File: config.mk
export PLATFORM = sky130hd
export DESIGN_NAME = ecqs_ctrl
export DESIGN_NICKNAME = d
export VERILOG_FILES = /design/src/sv/ecqs_pkg.sv /design/src/sv/ecqs_ctrl.sv
export SDC_FILE = /design/constraint.sdc
export NUM_CORES = 1
export LEC_CHECK = 0
export ABC_CLOCK_PERIOD_IN_PS = 1900
export BUFFER_PORTS_ARGS = -buffer_cell sky130_fd_sc_hd__buf_4
export CAP_MARGIN = 20
export CORE_AREA = 10 10 47 49
export DETAILED_ROUTE_END_ITERATION = 8
export DIE_AREA = 0 0 57 59
export PLACE_DENSITY_LB_ADDON = 0.12
export SYNTH_ARGS = -nofsm -noshare
export SYNTH_HDL_FRONTEND = slang
export SYNTH_SLANG_ARGS = --single-unit
export TNS_END_PERCENT = 100
File: constraint.sdc
create_clock -name i_clk -period 1.9 [get_ports i_clk]
set_input_delay 0.57 -clock i_clk [delete_from_list [all_inputs] [get_ports i_clk]]
set_output_delay 0.57 -clock i_clk [all_outputs]
set_load 0.01 [all_outputs]
File: src/sv/ecqs_pkg.sv
// ---------------------------------------------------------------------------
// ecqs_pkg
// Shared types and constants of the egress class queue scheduler: item
// structs, op and register codes, and the controller/datapath interface.
// ---------------------------------------------------------------------------
package ecqs_pkg;

    // op codes of an input item
    localparam logic OP_ENQUEUE = 1'b0;
    localparam logic OP_DEQUEUE = 1'b1;

    // scheduling modes
    localparam logic MODE_STRICT = 1'b0;
    localparam logic MODE_RR     = 1'b1;

    // configuration port
    localparam int CFG_IDX_W  = 1;
    localparam int CFG_DATA_W = 32;
    localparam logic [CFG_IDX_W-1:0] CFG_MAX_BYTES  = 1'b0;
    localparam logic [CFG_IDX_W-1:0] CFG_SCHED_MODE = 1'b1;

    localparam logic [31:0] MAX_BYTES_RESET = 32'd1048576000;

    // input item
    typedef struct packed {
        logic        op;
        logic [2:0]  class_index;
        logic [15:0] packet_length;
        logic [7:0]  pause_mask;
    } t_in_item;

    // result item
    typedef struct packed {
        logic        accepted;
        logic        sent;
        logic [2:0]  sent_class;
        logic [15:0] sent_length;
        logic [31:0] total_bytes;
        logic [31:0] class_bytes;
    } t_out_item;

    // controller to datapath
    typedef struct packed {
        logic load_item;  // capture the input item
        logic exec;       // enqueue update, or dequeue pick and head read
        logic finish;     // dequeue byte count update from read data
        logic result;     // result phase: report class bytes of the item
        logic load_out;   // move the result into the output register
    } t_ctrl_cmd;

    // datapath to controller
    typedef struct packed {
        logic is_deq;
        logic found;
        logic out_free;
    } t_dp_status;

endpackage

File: src/sv/ecqs_ctrl.sv
// ---------------------------------------------------------------------------
// ecqs_ctrl
// Sequencer of the scheduler: takes one item at a time, walks it through
// execute, head read (if a dequeue sends) and result, then to the output.
// ---------------------------------------------------------------------------
module ecqs_ctrl
    import ecqs_pkg::*;
(
    input  logic       i_clk,
    input  logic       i_rst_n,
    input  logic       i_in_valid,
    output logic       o_in_stall,
    input  t_dp_status i_status,
    output t_ctrl_cmd  o_cmd
);

    localparam logic [1:0] S_IDLE   = 2'd0;
    localparam logic [1:0] S_EXEC   = 2'd1;
    localparam logic [1:0] S_READ   = 2'd2;
    localparam logic [1:0] S_RESULT = 2'd3;

    logic [1:0] r_state;
    logic [1:0] n_state;
    logic       take;

    // input is open when idle, or when the result leaves this cycle
    assign o_in_stall = !((r_state == S_IDLE) ||
                          ((r_state == S_RESULT) && i_status.out_free));
    assign take = i_in_valid && !o_in_stall;

    // next state and commands
    always_comb begin
        n_state = r_state;
        o_cmd   = '0;
        o_cmd.load_item = take;
        case (r_state)
            S_IDLE: begin
                if (take) begin
                    n_state = S_EXEC;
                end
            end
            S_EXEC: begin
                o_cmd.exec = 1'b1;
                if (i_status.is_deq && i_status.found) begin
                    n_state = S_READ;
                end else begin
                    n_state = S_RESULT;
                end
            end
            S_READ: begin
                o_cmd.finish = 1'b1;
                n_state      = S_RESULT;
            end
            S_RESULT: begin
                o_cmd.result = 1'b1;
                if (i_status.out_free) begin
                    o_cmd.load_out = 1'b1;
                    n_state        = take ? S_EXEC : S_IDLE;
                end
            end
            default: begin
                n_state = S_IDLE;
            end
        endcase
    end

    // state register
    always_ff @(posedge i_clk) begin
        if (!i_rst_n) begin
            r_state <= S_IDLE;
        end else begin
            r_state <= n_state;
        end
    end

endmodule

==> results.json <==
{
  "grt_usage_pct": 3.72,
  "p_comb_share_pct": 66.3,
  "hold_viol_final": 0,
  "setup_slack_ns": 0.122,
  "ant_nets": 0,
  "grt_util_met3_pct": 3.65,
  "grt_pass1_vias": 246,
  "largest_register": "r_state",
  "place_hpwl_um": 497,
  "yosysUniqueCellTypes": 15,
  "clockRootBuffer": "clkbuf_4",
  "r2r_start": "r_state[1]",
  "rows": 14,
  "netlist_top_cells_count": "ha_1, inv_1",
  "grtUsageMet1_pct": 3.45,
  "setup_tns_ns": 0,
  "drtIter0Drc": 1,
  "cts_max_path_buffers": 2,
  "core_sq_um": 1400,
  "syn2layout_area_growth_pct": 56.8,
  "via_per_inst": 3.77,
  "antenna_found_initial": 0,
  "slew_violations": 0,
  "synth_seq_area_share_pct": 17.3,
  "grt_first_pass_wirelength_um": 993,
  "whs_path_depth": 2,
  "fin_crit_ns": 1.78,
  "fillers": 164,
  "hp-start": "r_state[0]",
  "yosysMostFrequentCell": "ha_1",
  "antenna_cells": 0,
  "clk_latency_ns": 0.22,
  "synthFlopType": "dfxtp_1",
  "dp_slack_ns": 0.169,
  "power_frac_seq_pct": 16.4,
  "yosysTopAreaCell": "ha_1",
  "yosysWarningCount": 0,
  "setup_viol": 0,
  "reg2reg_to": "r_state[0]",
  "placed_cell_area_sq_um": 334,
  "cp.required_ns": 1.33,
  "arrival_ns": 1.21,
  "synth_edf_count": 0,
  "power_frac_clock_pct": 17.3,
  "cts_htree_levels": 1,
  "drt-total-wl_um": 567,
  "port-buffer-count": 11,
  "final_area_sq_um": 363,
  "holdBufCountCts": 0,
  "slew-limit-headroom_pct": 82.6,
  "p_leak_nw": 0.184,
  "cts.clk_slew.worst_paths_ns": 0.03,
  "cp-end-kind": "output pin",
  "max_freq_mhz": 562,
  "firstDrtPassIters": 2,
  "grt_setup_unrepaired": "false",
  "final_nets": 53,
  "largest_reg_flops": 2,
  "cts_made_buffers": 3,
  "pin_count": 12,
  "fin_hold_ws_ns": 0.571,
  "path_max_fanout": 4,
  "syn_nets": 37,
  "internal_power_mw": 0.318,
  "synthesis.area_sq_um": 231,
  "start_kind": "flop",
  "tightest_slew_ns": 0.258,
  "grt_max_degree": 5,
  "yosys.area.top_type_share_pct": 27.0,
  "criticalPathCategory": "reg2out",
  "synthCells": 26,
  "min_to": "r_state[0]",
  "num_vias": 211,
  "synthTopCellsByArea": "ha_1, dfxtp_1, nand2b_4",
  "setup.worst_path.start": "r_state[1]",
  "r2r_slack_ns": 0.69,
  "initial_core_util_pct": 16.5,
  "grtUsageMet2_pct": 4.81,
  "reg_top3": "r_state: 2 flops",
  "async_reset_ff_share_pct": 0,
  "cts_tree": "done",
  "power_density_nw_per_um2": 1490,
  "drc": 0,
  "fin_skew_ns": 0.00237,
  "drive_above_1_share_pct": 55.0,
  "wire_per_inst_um": 10.1,
  "period_share_pct": 93.6,
  "ff2ff_path_depth": 5,
  "die_h_um": 59,
  "switching_share_pct": 41.2,
  "synth-seq-cells": 2,
  "max-cap-violations": 0,
  "dieWidth_um": 57,
  "avgSynthCellArea_sq_um": 8.90,
  "busiest_layer": "met2",
  "clock_sinks": 2,
  "gp_congestion": 0.735,
  "peakVddDrop_mv": 0.403,
  "grt-ovfl-total": 0,
  "cts_setup_buffers": 0,
  "die_area_sq_um": 3360,
  "power_switching_mw": 0.223,
  "status": "finished clean",
  "hp-class": "reg2reg"
}
==> how the worst max path moves through the flow <==
stage          endpoint  slack (ns)  cells past startpoint
4_1_cts        o_cmd[4]        0.03                      5
5_1_grt        o_cmd[4]       0.005                      5
3_5_place_dp   o_cmd[4]        0.17                      5
6_report       o_cmd[4]        0.12                      5
3_3_place_gp   o_cmd[4]        0.17                      5
2_1_floorplan  o_cmd[4]        0.11                      5
==> layout by cell type (no fill, tap or decap) <==
cell type	instances
ha_1	4
nor3b_2	1
a21o_1	1
nand2b_4	2
and2_1	1
dfxtp_1	1
nand2_1	2
nor2b_1	1
dfxtp_2	1
clkbuf_4	3
a311oi_2	1
nand3_1	1
ha_2	1
o21ai_0	1
inv_1	4
buf_4	12
nor2_2	1
a21oi_1	2
==> final cells by class <==
cell class / instances / area [sq um] / area share [%]
inverter: 4 / 15.0 / 4.14
tap: 16 / 20.0 / 5.52
timing repair buffer: 12 / 90.1 / 24.8
clock buffer: 3 / 22.5 / 6.21
sequential: 2 / 41.3 / 11.4
multi-input combinational: 19 / 174 / 47.9
==> worst max-delay path, stage by stage (launching register included) <==
cell	delay (ns)
dfxtp_1	0.36
inv_1	0.11
ha_2	0.21
nor2_2	0.12
nor2b_1	0.05
buf_4	0.13
==> power groups by stage <==
stage	clock [mW]	combinational (mW)	sequential (mW)
floorplan	0	0.236	0.0809
finish	0.0933	0.358	0.0887
CTS	0.101	0.355	0.0871
detailed placement	0	0.352	0.0881
global placement	0	0.352	0.0885
global route	0.106	0.397	0.0928
==> routing by layer <==
metal	part of all wire (%)	wire length, um	vias up
met1	46	258	88
met4	0	0	0
met3	17	95	0
met5	0	0	-
met2	38	214	10
li1	-	-	113
==> through the flow <==
step | total power, mW | std cells | utilization [%]
2_1_floorplan | 0.317 | 26 | -
3_3_place_gp | 0.441 | 53 | 23.8
3_5_place_dp | 0.440 | 53 | 23.8
4_1_cts | 0.543 | 56 | 25.4
5_1_grt | 0.595 | 56 | 25.9
6_report | 0.540 | 56 | 25.9
==> cells by family after synthesis <==
| group | after synthesis | share of synthesized area, % |
|---|---|---|
| AO/OA/AOI/OAI | 5 | 16.2 |
| flip-flops | 2 | 17.3 |
| buffers and inverters | 5 | 9.73 |
| adder cells (fa/ha/maj) | 5 | 27.0 |
| AND/OR/NAND/NOR | 9 | 29.7 |
==> timing repair <==
item | 4_1_cts | 5_1_grt
resized for setup | 0 | 3
endpoints found under the setup margin | 0 | 2
endpoints found under the hold margin | 0 | 0
Power figures use the tool's default switching activity.
